$ cat config.mk
export PLATFORM = sky130hd
export DESIGN_NAME = sthl_cell
export DESIGN_NICKNAME = d
export VERILOG_FILES = /design/src/design/sthl_pkg.sv /design/src/design/sthl_cell.sv
export SDC_FILE = /design/constraint.sdc
export NUM_CORES = 1
export LEC_CHECK = 0
export ABC_AREA = 0
export ABC_CLOCK_PERIOD_IN_PS = 2900
export BUFFER_PORTS_ARGS = -buffer_cell sky130_fd_sc_hd__buf_2
export CORE_AREA = 2 2 178 180
export DETAILED_ROUTE_END_ITERATION = 8
export DIE_AREA = 0 0 180 182
export SETUP_SLACK_MARGIN = 0.2
export SLEW_MARGIN = 10
export SYNTH_ARGS = -nofsm -noshare
export SYNTH_HDL_FRONTEND = slang
export SYNTH_SLANG_ARGS = --single-unit
$ cat constraint.sdc
create_clock -name clock -period 2.9 [get_ports clock]
set_clock_uncertainty 0.15 [all_clocks]
set_input_delay 0.29 -clock clock [delete_from_list [all_inputs] [get_ports clock]]
set_output_delay 0.29 -clock clock [all_outputs]
set_load 0.02 [all_outputs]
$ cat src/design/sthl_pkg.sv
// Shared constants and types for the segment table height lookup.
package sthl_pkg;
   localparam int MAX_SEGMENTS = 64;
   localparam int IDX_W = $clog2(MAX_SEGMENTS);
   localparam int CNT_W = $clog2(MAX_SEGMENTS + 1);

   localparam logic [1:0] CMD_ADD   = 2'd0;
   localparam logic [1:0] CMD_QUERY = 2'd1;
   localparam logic [1:0] CMD_CLEAR = 2'd2;

   localparam logic [1:0] ST_OK   = 2'd0;
   localparam logic [1:0] ST_MISS = 2'd1;
   localparam logic [1:0] ST_FULL = 2'd2;

   typedef struct packed {
      logic signed [31:0] x1;
      logic signed [31:0] y1;
      logic signed [31:0] x2;
      logic signed [31:0] y2;
   } seg_type;

   typedef struct packed {
      logic        valid;
      logic        found;
      logic signed [31:0] x;
      seg_type     seg;
   } probe_type;

   typedef enum logic [2:0] {
      S_IDLE, S_SCAN, S_MUL, S_DIV, S_DONE, S_OUT
   } state_type;
endpackage

$ cat src/design/sthl_cell.sv
// One cell of the segment chain: holds a segment and tests the passing probe.
module sthl_cell (
   input  logic                clock,
   input  logic                load,
   input  sthl_pkg::seg_type   load_seg,
   input  logic                active,
   input  sthl_pkg::probe_type probe_in,
   output sthl_pkg::probe_type probe_out
);
   sthl_pkg::seg_type   seg_ff;
   sthl_pkg::probe_type probe_ff, probe_in_c;
   logic                hit;

   assign hit = active && probe_in.valid &&
                probe_in.x >= seg_ff.x1 && probe_in.x <= seg_ff.x2;

   always_comb begin
      probe_in_c = probe_in;
      if (hit) begin
         probe_in_c.found = 1'b1;
         probe_in_c.seg   = seg_ff;
      end
   end

   always_ff @(posedge clock) begin
      if (load) seg_ff <= load_seg;
      probe_ff <= probe_in_c;
   end

   assign probe_out = probe_ff;
endmodule

## Word-level counts from Yosys, hierarchy flattened

Cells that the tools add are included.

- Register bits after elaboration: 290
- Bits of input ports: 293
- Output and inout port bits: 162
- Logic and storage cells: 17

- Order comparisons: 2
- Muxes and demuxes: 1
- Reduce and logical (&&, ||, !) cells: 3

Operators by type and width:

| cell | number |
|---|---|
| $mux W128 | 1 |
| $ge A32 B32 Y1 | 1 |
| $le A32 B32 Y1 | 1 |
| $logic_and A1 B1 Y1 | 3 |

## Logic depth before layout (Yosys ltp)

- Depth after elaboration: 4
- Gate-level depth with buffers: 12
- Mapped depth without buffers: 10

## Least setup slack after synthesis

Ideal clock, no wire load.

- Path kind: register to register
- Start point: register seg_ff[46] in the netlist's numbering
- End point: register probe_ff (netlist bit probe_out[118])
- Setup time: 0.121 ns
- Arrival: 2.782 ns
- Data required time: 2.629 ns
- Path slack: -0.154 ns
- Cell stages (with the launch flop): 13
- Buffers on the path: 2
- Period minus slack after synthesis: 3.054 ns
- Path through: edfxtp_1 inv_1 ha_1 nand4_1 or4_1 a21oi_1 or3b_1 a21oi_1 xor2_1 a2111o_1 buf_2 buf_6 mux2_4

RTL lines:

| item | RTL line | source |
|---|---|---|
| start, declared | sthl_cell.sv:10 | `sthl_pkg::seg_type seg_ff;` |
| start signal, assigned | sthl_cell.sv:26 | `if (load) seg_ff <= load_seg;` |
| end signal, assigned | sthl_cell.sv:27 | `probe_ff <= probe_in_c;` |
| end, declared | sthl_cell.sv:11 | `sthl_pkg::probe_type probe_ff, probe_in_c;` |

==> flow_metrics.tcl <==
set metrics [dict create \
    outcome "finished with violations" \
    violations "negative setup slack" \
    clkSlewWorstSetupHoldPaths_ns 0.06 \
    max_cap_viol_count 0 \
    cts_buffers 31 \
    ys_seq_area_share_pct 68.58 \
    r2r-start "seg_ff[42]" \
    wl_mm 33.94 \
    setup_viol 129 \
    place.gp.congestion 0.7770 \
    clk_latency_ns 0.56 \
    wl_per_cell_um 17.42 \
    cts_tree "built" \
    period_needed_ns 3.398 \
    total_power_mw 10.72 \
    cts_sinks 290 \
    tns_ns -57.88 \
    fin_nets 1876 \
    postSynthCellCount 669 \
    path_class "reg -> reg" \
    io_buffers 454 \
    path_buf_inv 3 \
    final.setup.worst_slack_ns -0.4981 \
    fill_cells 2374 \
    async_reset_ff_share_pct 0 \
    min_path_type "in -> reg" \
    slew_viol_final 0 \
    synthesis.area_um2 10330 \
    grt_pass1_vias 9482 \
    drive_above_1_share_pct 46.05 \
    grtUsageTotal_pct 19.82 \
    grt_overflow 0 \
    min_path_cells 2 \
    r2r_slack_ns -0.50 \
    critPathMaxFanout 15 \
    vdd_ir_drop_max_mv 0.6129 \
    synth_commonest_cells "dfxtp_1, edfxtp_1, mux2_1" \
    die_h_um 182 \
    slowest_stage "or4_4" \
    p_per_area_nw_per_um2 588.6 \
    hold_path_startpoint "load_seg[73]" \
    grt_pass1_wl_mm 51.18 \
    clock_path_buffers 3 \
    grt_max_degree 52 \
    dp_worst_setup_slack_ns -0.6844 \
    ys.flop_type "dfxtp_1" \
    area_growth_pct 76.18 \
    finalHoldViolations 0 \
    min_period_over_period_pct 117.2 \
    dr.pass1.iters 4 \
    crit_required_ns 3.19 \
    yosysWarnings 0 \
    die-area_um2 32760 \
    drtAntennaViolNets 0 \
    reg2reg_to "probe_out[31]" \
    synth.largest_area_cell "edfxtp_1" \
    dr_total_vias 8465 \
    ys_types 34 \
    clock-root-buffer "clkbuf_16" \
    holdPathEnd "seg_ff[73]" \
    dr_wl_met3_mm 2.183 \
    num_rows 65 \
    drt-met1-wl_mm 13.06 \
    drtIter0Drc 239 \
    maxUsedRoutingLayer "met5" \
    synthTopCellsByArea "edfxtp_1, dfxtp_1, mux2_1, ha_1, inv_1" \
    rsz0062_at_grt "true" \
    max_slew_margin_pct 75.08 \
    initial_core_util_pct 33.35 \
    crit_top_cell "buf_12" \
    antenna_found_initial 3 \
    crit_path_end_kind "flip-flop" \
    tightest_slew_ns 0.3738 \
    cellLeakagePower_nw 8.680 \
    ys_ff_latch 290 \
    syn_avg_cell_area_um2 15.45 \
    crit_chain "inv_2 > ha_4 > nand4_1 > or4_4 > a21oi_4 > or3b_4 > a21oi_2 > xor2_1 > a2111o_2 > buf_12 > buf_12 > mux2_1" \
    start_kind "flip-flop" \
    final_util_pct 58.76 \
    yosysMostFrequentCell "dfxtp_1" \
    syn_nets 1026 \
    h-tree-depth 1 \
    timing.fmax_ghz 0.2943 \
    wl_met2_mm 17.73 \
    slowest_delay_ns 0.59 \
    core_um2 30990 \
    r2r_cells 12 \
    arrival_ns 3.69 \
    hpwl_mm 22.10 \
    synth_edf_count 128 \
    io_pins 455 \
    chipWidth_um 180 \
    synth_top_cell_area_share_pct 37.20 \
    drc 0 \
    vias_per_cell 4.345 \
    cp_top_family "simple AND/OR/NAND/NOR gates" \
]
==> through the flow <==
| stage | area [um^2] | cells | hold WS, ns |
|---|---|---|---|
| finish | 18210 | 1948 | 0.2754 |
| global route | 18210 | 1948 | 0.2628 |
| CTS | 18040 | 1941 | 0.2436 |
| detailed placement | 13680 | 1587 | 0.2861 |
| global placement | 13680 | 1587 | 0.2779 |
| floorplan | 10370 | 669 | 0.1677 |
==> routing by layer <==
layer	up-vias	global-route usage (%)
li1	4104	-
met2	323	37.43
met1	3975	22.00
met4	2	5.593
met5	-	0
met3	61	4.834
==> report_power, final <==
| part | leakage [nW] | total (mW) | internal (mW) | switching (mW) |
|---|---|---|---|---|
| sequential | 2.62 | 4.76 | 4.63 | 0.126 |
| clock | 0.515 | 4.03 | 2.38 | 1.65 |
| combinational | 5.55 | 1.92 | 1.04 | 0.878 |
| total | 8.68 | 10.7 | 8.06 | 2.66 |
==> flip-flops by register name (all words and copies together), names as in the netlist <==
register / cells
probe_out: 162
seg_ff: 128
==> timing repair <==
| item | in CTS | in global routing |
|---|---|---|
| setup buffers | 3 | 4 |
| setup endpoints to repair | 129 | 129 |
| cloned | 2 | 1 |
| hold buffers | 291 | 0 |
| resized for setup | 80 | 25 |
| pin swaps | 2 | 5 |
| hold endpoints to repair | 322 | 0 |
==> layout make-up <==
cell class	instances	area (um^2)	share of cell area (%)
well taps	402	503.0	2.763
inverters	65	244.0	1.340
clock buffers	47	960.9	5.278
multi-input cells	300	3253	17.87
repair buffers	831	6058	33.28
diodes	2	5.005	0.02749
flip-flops and latches	290	7087	38.93
clock inverters	11	95.09	0.5223
==> placed cells by master, fill, tap and decap left out, drive strengths merged, types with 2 or more instances in the layout <==
cell type    instances
a21o                 2
clkbuf              48
mux2               128
ha                  64
nand4               13
clkinvlp             2
or4                  2
nor3                 2
o211ai               2
inv                 68
nor2b                2
a221oi               2
dfxtp              162
nand3                9
nand2               17
o21ai                9
edfxtp             128
a21oi               32
buf                539
dlygate4sd3        291
nor2                 5
diode                2
clkinv               5
==> worst max path at each step <==
stage	cells after the start	from	slack [ns]	endpoint
after global routing	12	seg_ff[37]	-0.60	probe_out[29]
final	12	seg_ff[42]	-0.50	probe_out[31]
after detailed placement	11	probe_in[138]	-0.68	probe_out[41]
after floorplan	12	seg_ff[42]	-0.05	probe_out[100]
after global placement	11	probe_in[137]	-0.67	probe_out[40]
after CTS	12	seg_ff[42]	-0.55	probe_out[41]
==> cell families after synthesis <==
logic type / after synthesis / synth area share, %
AO/OA/AOI/OAI: 51 / 2.785
XOR/XNOR: 1 / 0.08477
adder cells (fa/ha/maj): 64 / 7.749
buffers and inverters: 79 / 3.717
flip-flops: 290 / 68.58
multiplexers: 128 / 14.28
AND/OR/NAND/NOR: 56 / 2.809
(Power assumes the default switching activity.)
