## src/design/sthl_divider.sv

```systemverilog
// Restoring divider: 64-bit magnitude product by 33-bit divisor, one bit a cycle.
module sthl_divider (
   input  logic        clock,
   input  logic        reset,
   input  logic        start,
   input  logic [63:0] dividend,
   input  logic [32:0] divisor,
   output logic        done,
   output logic [63:0] quotient
);
   logic [63:0] q_ff;
   logic [33:0] rem_ff;
   logic [6:0]  cnt_ff;
   logic        busy_ff;
   logic [33:0] trial;
   logic [34:0] diff;

   assign trial = {rem_ff[32:0], q_ff[63]};
   assign diff  = {1'b0, trial} - {2'b0, divisor};

   always_ff @(posedge clock) begin
      if (reset) begin
         busy_ff <= 1'b0;
         done    <= 1'b0;
      end else begin
         done <= 1'b0;
         if (start) begin
            busy_ff <= 1'b1;
            cnt_ff  <= 7'd0;
            q_ff    <= dividend;
            rem_ff  <= '0;
         end else if (busy_ff) begin
            if (!diff[34]) rem_ff <= diff[33:0];
            else rem_ff <= trial;
            q_ff   <= {q_ff[62:0], ~diff[34]};
            cnt_ff <= cnt_ff + 7'd1;
            if (cnt_ff == 7'd63) begin
               busy_ff <= 1'b0;
               done    <= 1'b1;
            end
         end
      end
   end

   assign quotient = q_ff;
endmodule

```

## config.mk

```make
export PLATFORM = sky130hd
export DESIGN_NAME = sthl_divider
export DESIGN_NICKNAME = d
export VERILOG_FILES = /design/src/design/sthl_divider.sv
export SDC_FILE = /design/constraint.sdc
export NUM_CORES = 1
export LEC_CHECK = 0
export ABC_CLOCK_PERIOD_IN_PS = 7600
export BUFFER_PORTS_ARGS = -buffer_cell sky130_fd_sc_hd__buf_4
export CAP_MARGIN = 20
export CELL_PAD_IN_SITES_DETAIL_PLACEMENT = 1
export CELL_PAD_IN_SITES_GLOBAL_PLACEMENT = 1
export CORE_UTILIZATION = 26
export CTS_CLUSTER_DIAMETER = 150
export CTS_CLUSTER_SIZE = 25
export DETAILED_ROUTE_END_ITERATION = 8
export GPL_ROUTABILITY_DRIVEN = 0
export PLACE_DENSITY = 0.64
export SYNTH_ARGS = -nofsm -noshare
export SYNTH_HDL_FRONTEND = slang
export SYNTH_SLANG_ARGS = --single-unit
```

## constraint.sdc

```tcl
create_clock -name clock -period 7.6 [get_ports clock]
set_input_delay 0.38 -clock clock [delete_from_list [all_inputs] [get_ports clock]]
set_output_delay 0.38 -clock clock [all_outputs]
set_load 0.01 [all_outputs]
```

Word level (Yosys, flattened, before mapping)
Index checks and enable logic that the tools add are counted.

Add/sub/neg operators: 2. Multipliers: 0. Divide/modulo/power cells: 0. Order comparisons: 0. Equality and inequality tests: 1. Shifts and indexed selects: 0. Muxes and demuxes: 9. Bitwise operators: 3. Reduce and logical (&&, ||, !) cells: 3.

Operator list (count): 64-bit 2-to-1 mux (2); 33-bit 2-to-1 mux (2); 34-bit by 33-bit subtractor with 35-bit output (1); 7-bit by 1-bit adder with 7-bit output, second input constant (1); 7-bit by 6-bit equality test with 1-bit output, second input constant (1); 7-bit 2-to-1 mux (1); 1-bit 2-to-1 mux (4); 1-bit NOT (3); 3-bit OR reduction (1); 2-bit AND reduction (1); 2-bit nonzero test (1).

Flip-flop bits (word level): 106. Latch bits: 0. RAM bits: 0. Bits in read-only memories: 0. Bits of input ports: 100. Output and inout bits: 65. Logic and storage cells: 23. Memories: 0.

Depth between registers and ports, before layout
Gate-level depths: netlist (run 1).

Depth after elaboration: 4. Depth in mapped cells: 13. Depth with buffers taken out: 12.

Worst setup path after synthesis (run 1)
Ideal clock, no wire load.

Path kind: input-to-reg. Start: input start. End: register busy_ff. Setup time: 77 ps. Arrival time: 5567 ps. Required time: 7523 ps. Slack: 1956 ps. Stages: 4. Path buffers: 1. Path through: clkbuf_1 nor2_1 nor2_1 o31a_1.

Word-level cells in the longest chain between the ends: 1.

Ends and longest elaborated chain: from (decl) (line 5) `input logic start,`; 1-bit 2-to-1 mux (line 27) `if (start) begin`; to (signal assigned) (line 23) `busy_ff <= 1'b0;`; to (signal assigned) (line 28) `busy_ff <= 1'b1;`; to (signal assigned) (line 38) `busy_ff <= 1'b0;`; to (decl) (line 14) `logic busy_ff;`.

Every way passes these cells. A chain may end at the register's enable or synchronous reset.

Worst setup path after layout (run 1)
Start: register q_ff[63] (netlist: quotient[63]). End: register rem_ff[31], data pin.

Word-level cells in the longest chain between the ends: 3.

Ends and longest elaborated chain: from (decl) (line 11) `logic [63:0] q_ff;`; from (signal assigned) (line 30) `q_ff <= dividend;`; from (signal assigned) (line 35) `q_ff <= {q_ff[62:0], ~diff[34]};`; 34-bit by 33-bit subtractor with 35-bit output (line 19) `assign diff = {1'b0, trial} - {2'b0, divisor};`; 33-bit 2-to-1 mux (line 33) `if (!diff[34]) rem_ff <= diff[33:0];`; 33-bit 2-to-1 mux (line 32) `end else if (busy_ff) begin`; to (signal assigned) (line 33); to (signal assigned) (line 34) `else rem_ff <= trial;`; to (decl) (line 12) `logic [33:0] rem_ff;`.

Every way passes these cells. The select of a mux whose other input is x is not followed.

==> results of run 1 <==
## routing by layer
layer / vias to the layer above / part of all wire (%)
met5: - / 0
met4: 0 / 0.72
met3: 7 / 8.5
met2: 149 / 47
met1: 2429 / 44
li1: 2502 / -
## power by group through the flow
stage	clock network (uW)	logic, uW	registers, uW
final	556	485	735
after global routing	592	540	742
after CTS	578	485	736
after detailed placement	0	483	748
after global placement	0	477	748
after floorplan	0	317	754
## cells by family (layout without fill, tap and decap cells)
| logic type | after synthesis | in the layout |
|---|---|---|
| mux | 67 | 67 |
| compound gates | 139 | 139 |
| flops | 106 | 106 |
| buf+inv | 68 | 229 |
| simple gates | 150 | 150 |
| fa+ha+maj | 35 | 35 |
| xor+xnor | 23 | 23 |
## per-stage QoR
| stage | cell area [um^2] | std cells | hold slack [ps] | power (uW) |
|---|---|---|---|---|
| after global routing | 8390 | 1073 | 297 | 1870 |
| after global placement | 8030 | 1056 | 455 | 1220 |
| after floorplan | 6470 | 588 | 429 | 1070 |
| final | 8390 | 1073 | 300 | 1780 |
| after detailed placement | 8030 | 1056 | 461 | 1230 |
| after CTS | 8370 | 1072 | 288 | 1800 |
## sequential cells by signal (all words and copies together) (netlist names)
register	flops
quotient	64
rem_ff	33
cnt_ff	7
busy_ff	1
done	1
## cells in the final DEF, fill, tap and decap left out, drive strengths merged, types with 3 or more instances in the layout
cell type,netlist,final
buf,15,169
edfxtp,104,104
mux2,64,64
nand2,63,63
a21oi,53,53
inv,44,49
ha,34,34
nor2,29,29
o21ai,24,24
xnor2,15,15
nand3,13,13
a21o,12,12
and3,11,11
clkbuf,9,9
xor2,8,8
a211oi,8,8
nor3,8,8
or3,6,6
nand4,5,5
a31oi,5,5
o21a,4,4
nor2b,4,4
o221ai,4,4
and2,3,3
o211ai,3,3
mux2i,3,3
## worst register-to-register path, delay by kind of cell, from the launching register on
family          cells  cell delay, ps
buf+inv             3             470
mux                 1              70
flops               1             420
compound gates      6            1420
simple gates        1             170
fa+ha+maj           2             560
## cell type report
| cell class | instances | area, um^2 | share of cell area (%) |
|---|---|---|---|
| tap | 324 | 405 | 4.83 |
| multi-input combinational | 414 | 3030 | 36.2 |
| sequential | 106 | 3160 | 37.7 |
| clock buffer | 9 | 225 | 2.68 |
| inverter | 44 | 165 | 1.97 |
| timing repair buffer | 169 | 1280 | 15.3 |
| clock inverter | 7 | 114 | 1.36 |
## how the worst min path moves through the flow
stage | startpoint | to | slack [ps] | cells past startpoint
2_1_floorplan | busy_ff | done | 430 | 2
3_3_place_gp | busy_ff | done | 460 | 2
3_5_place_dp | busy_ff | done | 460 | 2
4_1_cts | reset | done | 290 | 3
5_1_grt | dividend[39] | quotient[39] | 300 | 2
6_report | reset | done | 300 | 3
==> summary.md, run 1 <==
| Metric | Value |
|---|---|
| Antenna violations before repair | 0 |
| Worst VDD drop | 0.000132 V |
| Nets | ~900 |
| RSZ-0062 raised after global routing | false |
| Crit path required time | just under 8000 ps |
| Post-layout min period | approximately 3300 ps |
| Max Clock Skew | ~10 ps |
| CTS root buf | clkbuf_16 |
| Top-level I/O count | ~170 |
| CTS H-tree lvls | 3 |
| Clk slew on worst S/H paths | 80 ps |
| M2 GR Usage | around a quarter |
| DR vias | 5087 |
| CP arrival | approximately 3400 ps |
| DP HPWL | 13.2 mm |
| Most common cell in the netlist | edfxtp_1 |
| Post-CTS setup buffers | 0 |
| Clk_lat worst skew | 360 ps |
| First-pass GRT wire length | 29.1 mm |
| Psw | 550 uW |
| Worst Setup SP | quotient[63] |
| Hold-fix buffers, CTS | 0 |
| WL per Instance | between 15 and 20 um |
| Syn nets | 723 |
| Clock share of power | 31.3% |
| Worst path max stage delay | ~420 ps |
| Met3 GRT Util | 5.64% |
| Cell internal pwr | 1230 uW |
| Combinational family with the most area after synthesis | compound AO/OA/AOI/OAI gates |
| Fillers | 2744 |
| Syn Inst Count | approximately 600 |
| CP Launch Type | flop |
| Status | finished, final reports clean |
| Reg power frac | 41.4% |
| Synth Flop Type | edfxtp_1 |
| #FFs+latches synth | 106 |
| Die width | 160 um |
| Drt total wl | 18.2 mm |
| R2R depth | 13 |
| # rows | 57 |
| Aggregate global routing overflow | 0 |
| Post-Route Utilization | 34.4% |
| Post-Place Setup Slack | 4150 ps |
| TNS Setup | 0 ps |
| Compound-cell area share of the yosys netlist | between 10% and 20% |
| Relative slew slack | a little over two fifths |
| Post-synthesis simple-gate area fraction | 10.9% |
| Fmax | 301 MHz |
| Synth top cells by count | edfxtp_1, mux2_2, nand2_1, a21oi_1, inv_1 |
| Largest area contributor in the netlist | edfxtp_1 |
| Gate power share | 27.3% |
| CTS tree | built |
| LEAKAGE | approximately 0.0035 uW |
| Clock buffer depth | 2 |
| GR peak layer | met2 |
| Cts bufs inserted | 9 |
| DR iter-0 viols | 238 |
| Share of cells above drive strength 1 | about a third |
| Drt via density | ~4.7 |
| Tightest Hold Check Type | input port to flop |
| Final Hold Vio Count | 0 |
| Worst path depth | 13 |
| CP Buf/Inv Count | 3 |
| PostCTS Resize Cnt | 0 |
| Sequential area share after synthesis | 48.9% |
| Final worst slack | ~4300 ps |
| Critical Path End Type | flop |
| Avg Synthesized Cell Area | roughly 11 um^2 |
| Final setup violation count | 0 |
| Initial core utilization | 26.5% |
| Post-synth cell types | 64 |
| Worst R2R Start | quotient[63] |
| Register-to-register setup slack | 4280 ps |
| # DRC | 0 |
| Die area | roughly 26000 um^2 |
| Switch share | 31.0% |
| Synth-to-Final Area Change | 29.7% |
| Antenna viol nets, final | 0 |
| Synth Area in XOR/XNOR | 3.12% |
| EDFF count, synth | roughly 100 |
| Max Slew Vio Count | 0 |
| Area fraction of the dominant cell type after synthesis | 48.3% |
| Synth Area in Adders | 6.89% |
| Global Route Usage Sum | between 10 and 15% |
| Async SR Flop Fraction | 0% |
| Worst setup path end | rem_ff[31] |
| Post-route clock period utilization | 43.7% |
| Worst path cell trace | inv_1 -> ha_1 -> inv_1 -> fa_1 -> a21o_1 -> a221o_2 -> a31oi_4 -> o31a_2 -> a21o_1 -> buf_4 -> or3_1 -> mux2i_1 -> a31o_2 |
| Worst path slowest cell | edfxtp_1 |
| Die Ht | 160 um |
| Largest net degree at the start of global routing | 72 |
| Grt met1 use | 17.9% |
| Clock tree sinks | 106 |
| Mapped Area | about 6500 um^2 |
| FF-to-FF End | rem_ff[31] |
| CP Class | flop to flop |
| Max Cap Viol | 0 |
| CP delay by family, top | compound AO/OA/AOI/OAI gates |
| Worst-margin pin slew | roughly 860 ps |
| Crit-path max FO | 30 |
| Vias in the first global route | 5438 |
| Drt first pass iters | 4 |
| IO Port Bufs | 164 |
| Count of yosys warnings during synthesis | 0 |
| Power per standard cell area | 212 nW/um^2 |
| Synth top area cells | edfxtp_1, mux2_2, ha_1, a21oi_1, nand2_1 |
| Core area | 24400 um^2 |
| Ant diodes | 0 |
| Mux share of post-synthesis cell area | 11.6% |
(Power assumes the default switching activity.)
==> run 2, diff against run 1 <==
Settings changed: ABC_CLOCK_PERIOD_IN_PS 7600 to 2840, PLACE_DENSITY 0.64 to 0.66.
Clock period 7.6 ns to 2.84 ns, I/O delays scaled along.
==> summary.md, run 2 (synthesis results as in run 1) <==
| Metric | Value |
|---|---|
| Status | finished with violations |
| Violated checks | negative setup slack |
| Max Cap Viol | 0 (unchanged) |
| DR iter-0 viols | 173 (-27%) |
| Global Route Usage Sum | 15.5% (+1.1 points) |
| Final Hold Vio Count | 0 (unchanged) |
| Synth-to-Final Area Change | 42.8% |
| Worst-margin pin slew | 648 ps (-214 ps) |
| Non-filler cells, final | 1143 (+6.5%) |
| Die area | 25500 um^2 (unchanged) |
| Commonest non-fill, non-tap cells in the layout | buf_4, edfxtp_1, mux2_2, nand2_1 |
| LEAKAGE | 0.00389 uW (+12%) |
| Critical Path End Type | flop |
| Drt first pass iters | 4 (unchanged) |
| Initial core utilization | 26.5% (unchanged) |
| CP Launch Type | flop |
| Tightest Hold Check Type | input port to flop |
| CTS H-tree lvls | 3 (unchanged) |
| Antenna violations before repair | 1 (+1) |
| Crit-path max FO | 6 (-80%) |
| Clk_lat worst skew | 360 ps (about the same) |
| Ant diodes | 0 (unchanged) |
| CP Class | flop to flop |
| Share of cells above drive strength 1 | 45.4% (+11 points) |
| Switch share | 32.7% (+1.8 points) |
| Clock share of power | 26.1% (-5.2 points) |
| Relative slew slack | 56.8% (+14 points) |
| Core area | 24400 um^2 (unchanged) |
| Psw | 1650 uW (+200%) |
| WL per Instance | 17.6 um (+4.1%) |
| Top-level I/O count | 165 (unchanged) |
| Leading cell type in the layout, fill and taps excluded | buf_4 |
| Register area | 3160 um^2 (unchanged) |
| Gate power share | 35.0% (+7.7 points) |
| Die Ht | 160 um (unchanged) |
| Largest net degree at the start of global routing | 63 (-13%) |
| Power per standard cell area | 548 nW/um^2 (+160%) |
| TNS Setup | -57.8 ps (-57.8 ps) |
| Worst VDD drop | 0.000279 V (+110%) |
| Final worst slack | -28.2 ps (-4310 ps) |
| Max Clock Skew | 8.96 ps (-1.01 ps) |
| Vias in the first global route | 5974 (+9.9%) |
| IO Port Bufs | 164 (unchanged) |
| Clock tree sinks | 106 (unchanged) |
| Reg power frac | 38.9% (-2.5 points) |
| # DRC | 0 (unchanged) |
| CP arrival | 2970 ps (-470 ps) |
| CTS tree | built |
| Antenna viol nets, final | 0 (unchanged) |
| RSZ-0062 raised after global routing | true |
| Max reg flops | 64 (unchanged) |
| DR vias | 5496 (+8.0%) |
| Fmax | 349 MHz (+16%) |
| Clk slew on worst S/H paths | 90 ps (about the same) |
| Die width | 160 um (unchanged) |
| Area of the multi-input gates | 3310 um^2 (+9.2%) |
| Crit path required time | 2940 ps (-4780 ps) |
| Placed Instances | 1114 (+5.5%) |
| CTS root buf | clkbuf_16 |
| Nets | 949 (+8.0%) |
| Cell internal pwr | 3400 uW (+180%) |
| Clock buffer depth | 2 (unchanged) |
| First-pass GRT wire length | 31.3 mm (+7.2%) |
| Cts bufs inserted | 9 (unchanged) |
| Fillers | 2738 (-0.22%) |
| Aggregate global routing overflow | 0 (unchanged) |
| Post-layout min period | 2870 ps (-454 ps) |
| Drt total wl | 20.1 mm (+11%) |
| Drt via density | 4.81 (+1.4%) |
| Final setup violation count | 3 (+3) |
| DP HPWL | 14.6 mm (+11%) |
| # rows | 57 (unchanged) |
| Post-route clock period utilization | 101% (+57 points) |
| Max Slew Vio Count | 0 (unchanged) |
-- run 2: layer usage --
| metal | GRT usage, % | share of wire, % | up-vias | routed length (um) |
|---|---|---|---|---|
| met3 | 5.51 | 7.3 | 15 | 1470 |
| met4 | 3.50 | 0.93 | 2 | 187 |
| met2 | 26.9 | 49 | 139 | 9840 |
| li1 | - | - | 2647 | - |
| met1 | 18.3 | 43 | 2693 | 8610 |
| met5 | 0 | 0.055 | - | 11 |
-- run 2: power by group through the flow --
stage               registers [uW]  clock network (uW)  logic, uW
floorplan                     2010                   0        858
global placement              2000                   0       1480
detailed placement            2000                   0       1510
CTS                           1970                1370       1610
global route                  1990                1410       1930
finish                        1970                1320       1770
-- run 2: final cells by class --
type	instances	share of cell area [%]
multi-input combinational	415	35.9
sequential	106	34.3
timing repair buffer	238	20.5
tap	324	4.39
clock buffer	9	2.44
inverter	44	1.79
clock inverter	7	0.759
-- run 2: what timing repair did --
item | CTS | global route
hold buffers | 0 | 0
setup buffers | 7 | 6
cloned | 1 | 1
pin swaps | 10 | 19
resized for setup | 20 | 54
setup endpoints to repair | 20 | 34
-- run 2: worst max-delay path, cell delays in order (launching register included) --
cell and delay [ps]:
edfxtp_1 390, inv_1 70, ha_2 170, inv_2 40
fa_2 340, a21o_1 180, a221o_2 410, a31oi_4 180
o31a_4 230, a21o_4 200, buf_6 130, nor3_2 40
mux2i_1 140, a21oi_1 90
-- run 2: worst paths after layout --
| path | startpoint | to | slack (ps) | cells past startpoint |
|---|---|---|---|---|
| worst max-delay path | quotient[63] | rem_ff[25] | -30 | 13 |
| worst min-delay path | reset | done | 50 | 3 |
| worst max register to register | quotient[63] | rem_ff[25] | -30 | 13 |
| worst min register to register | busy_ff | done | 470 | 2 |
-- run 2: per-stage QoR --
step | hold slack [ps] | power (uW) | utilization [%] | cell area, um^2 | setup WS, ps
finish | 52.3 | 5060 | 37.9 | 9230 | -28.2
global route | 59.8 | 5320 | 37.9 | 9230 | -175
CTS | 48.3 | 4940 | 36.7 | 8950 | -50.4
detailed placement | 448 | 3510 | 34.8 | 8500 | -177
global placement | 440 | 3470 | 34.8 | 8500 | -83.2
floorplan | 304 | 2870 | - | 6490 | 6.53
==> run 3, diff against run 2 <==
Settings changed: ABC_CLOCK_PERIOD_IN_PS 2840 to 3400, PLACE_DENSITY 0.66 to 0.64.
Clock period 2.84 ns to 3.4 ns, I/O delays scaled along.
==> summary.md, run 3 (synthesis results as in run 1) <==
| Metric | Value |
|---|---|
| TNS Setup | 0 ps (+57.8 ps) |
| DP HPWL | 14.0 mm (-4.6%) |
| Register area | 3160 um^2 (unchanged) |
| CP Launch Type | flop |
| DR vias | 5150 (-6.3%) |
| First-pass GRT wire length | 29.6 mm (-5.3%) |
| CTS tree | built |
| Initial core utilization | 26.5% (unchanged) |
| RSZ-0062 raised after global routing | false |
| Post-placement cell area | 8110 um^2 (-4.5%) |
| Max Clock Skew | 9.93 ps (+0.971 ps) |
| Final Hold Vio Count | 0 (unchanged) |
| Synth-to-Final Area Change | 30.4% |
| Crit-path max FO | 5 (-1) |
| # DRC | 0 (unchanged) |
| Vias in the first global route | 5598 (-6.3%) |
| Post-route clock period utilization | 92.5% (-8.5 points) |
| Clock tree sinks | 106 (unchanged) |
| Relative slew slack | 55.2% (-1.6 points) |
| CP arrival | 3220 ps (+250 ps) |
| Drt via density | 4.77 (-0.74%) |
| CP Class | flop to flop |
| Leading cell type in the layout, fill and taps excluded | buf_4 |
| Commonest non-fill, non-tap cells in the layout | buf_4, edfxtp_1, mux2_2, nand2_1, a21oi_1 |
| Max reg flops | 64 (unchanged) |
| Fillers | 2777 (+1.4%) |
| Die area | 25500 um^2 (unchanged) |
| Design Area, Final | 8430 um^2 (-8.7%) |
| LEAKAGE | 0.00348 uW (-10%) |
| # rows | 57 (unchanged) |
| Die width | 160 um (unchanged) |
| Post-layout min period | 3150 ps (+277 ps) |
| Drt total wl | 18.5 mm (-8.2%) |
| Hold Slack | 100 ps (+48.1 ps) |
| Nets | 884 (-6.8%) |
| Clk_lat worst skew | 360 ps (about the same) |
| Largest net degree at the start of global routing | 64 (+1.6%) |
| Worst-margin pin slew | 671 ps (+23.2 ps) |
| Core area | 24400 um^2 (unchanged) |
| Worst VDD drop | 0.000264 V (-5.3%) |
| Critical Path End Type | flop |
| Fmax | 318 MHz (-8.8%) |
| Final setup violation count | 0 (-3) |
| Share of cells above drive strength 1 | 35.0% (-10 points) |
| Area of the multi-input gates | 3040 um^2 (-8.3%) |
| Status | finished, final reports clean |
| Max Slew Vio Count | 0 (unchanged) |
| Drt first pass iters | 4 (unchanged) |
| Cts bufs inserted | 9 (unchanged) |
| Antenna violations before repair | 0 (-1) |
| Clock buffer depth | 2 (unchanged) |
| Tot Pwr | 3890 uW (-23%) |
| Antenna viol nets, final | 0 (unchanged) |
| IO Port Bufs | 164 (unchanged) |
| CTS H-tree lvls | 3 (unchanged) |
| Crit path required time | 3480 ps (+540 ps) |
| Hold-fix buffers, CTS | 0 (unchanged) |
| DR iter-0 viols | 159 (-8.1%) |
| Aggregate global routing overflow | 0 (unchanged) |
| Global Route Usage Sum | 14.7% (-0.86 points) |
| Power per standard cell area | 461 nW/um^2 (-16%) |
| Top-level I/O count | 165 (unchanged) |
| WL per Instance | 17.1 um (-2.8%) |
| Clk slew on worst S/H paths | 90 ps (about the same) |
| CTS root buf | clkbuf_16 |
| Tightest Hold Check Type | input port to flop |
| Die Ht | 160 um (unchanged) |
| Max Cap Viol | 0 (unchanged) |
[run 3: layout make-up]
cell class                      count  share of cell area, %
Antenna cell                        1                 0.0297
Clock buffer                        9                   2.67
Clock inverter                      7                   1.02
Inverter                           44                   1.96
Multi-Input combinational cell    414                   36.0
Sequential cell                   106                   37.5
Tap cell                          324                   4.81
Timing Repair Buffer              174                   15.9
[run 3: report_power, final]
group | switching (uW) | internal [uW]
combinational | 608 | 511
sequential | 61.3 | 1580
clock | 594 | 535
[run 3: timing repair]
item / 4_1_cts / 5_1_grt
endpoints found under the setup margin: 0 / 1
buffers inserted: 0 / 0
gates resized for setup: 0 / 1
[run 3: routing by layer]
metal  GRT usage [%]  wire length [um]
met2            24.5              8680
met5               0                 0
met3            5.38              1500
met4            3.67               251
met1            17.8              8030
[run 3: per-stage QoR]
stage / worst slack [ps] / std cells / util, %
after global placement: 267 / 1062 / 33.3
after global routing: 54.5 / 1078 / 34.6
after detailed placement: 195 / 1062 / 33.3
after CTS: 175 / 1078 / 34.5
after floorplan: 460 / 588 / -
final: 255 / 1079 / 34.6
[run 3: path summary, 6_finish.rpt]
| kind | slack [ps] | end | start | cells past startpoint |
|---|---|---|---|---|
| setup reg to reg | 250 | rem_ff[30] | quotient[63] | 12 |
| setup / recovery | 250 | rem_ff[30] | quotient[63] | 12 |
| hold / removal | 100 | done | reset | 3 |
| hold reg to reg | 490 | done | busy_ff | 2 |
[run 3: worst max-delay path, stage by stage, from the launching register on]
cell and delay (ps):
edfxtp_1 410, inv_1 70, ha_1 150, inv_1 60, fa_1 400, a21o_1 200
a221o_2 400, a31oi_4 230, o31a_2 220, nand2_1 120, a311oi_1 340, xor2_1 170
a211oi_1 80
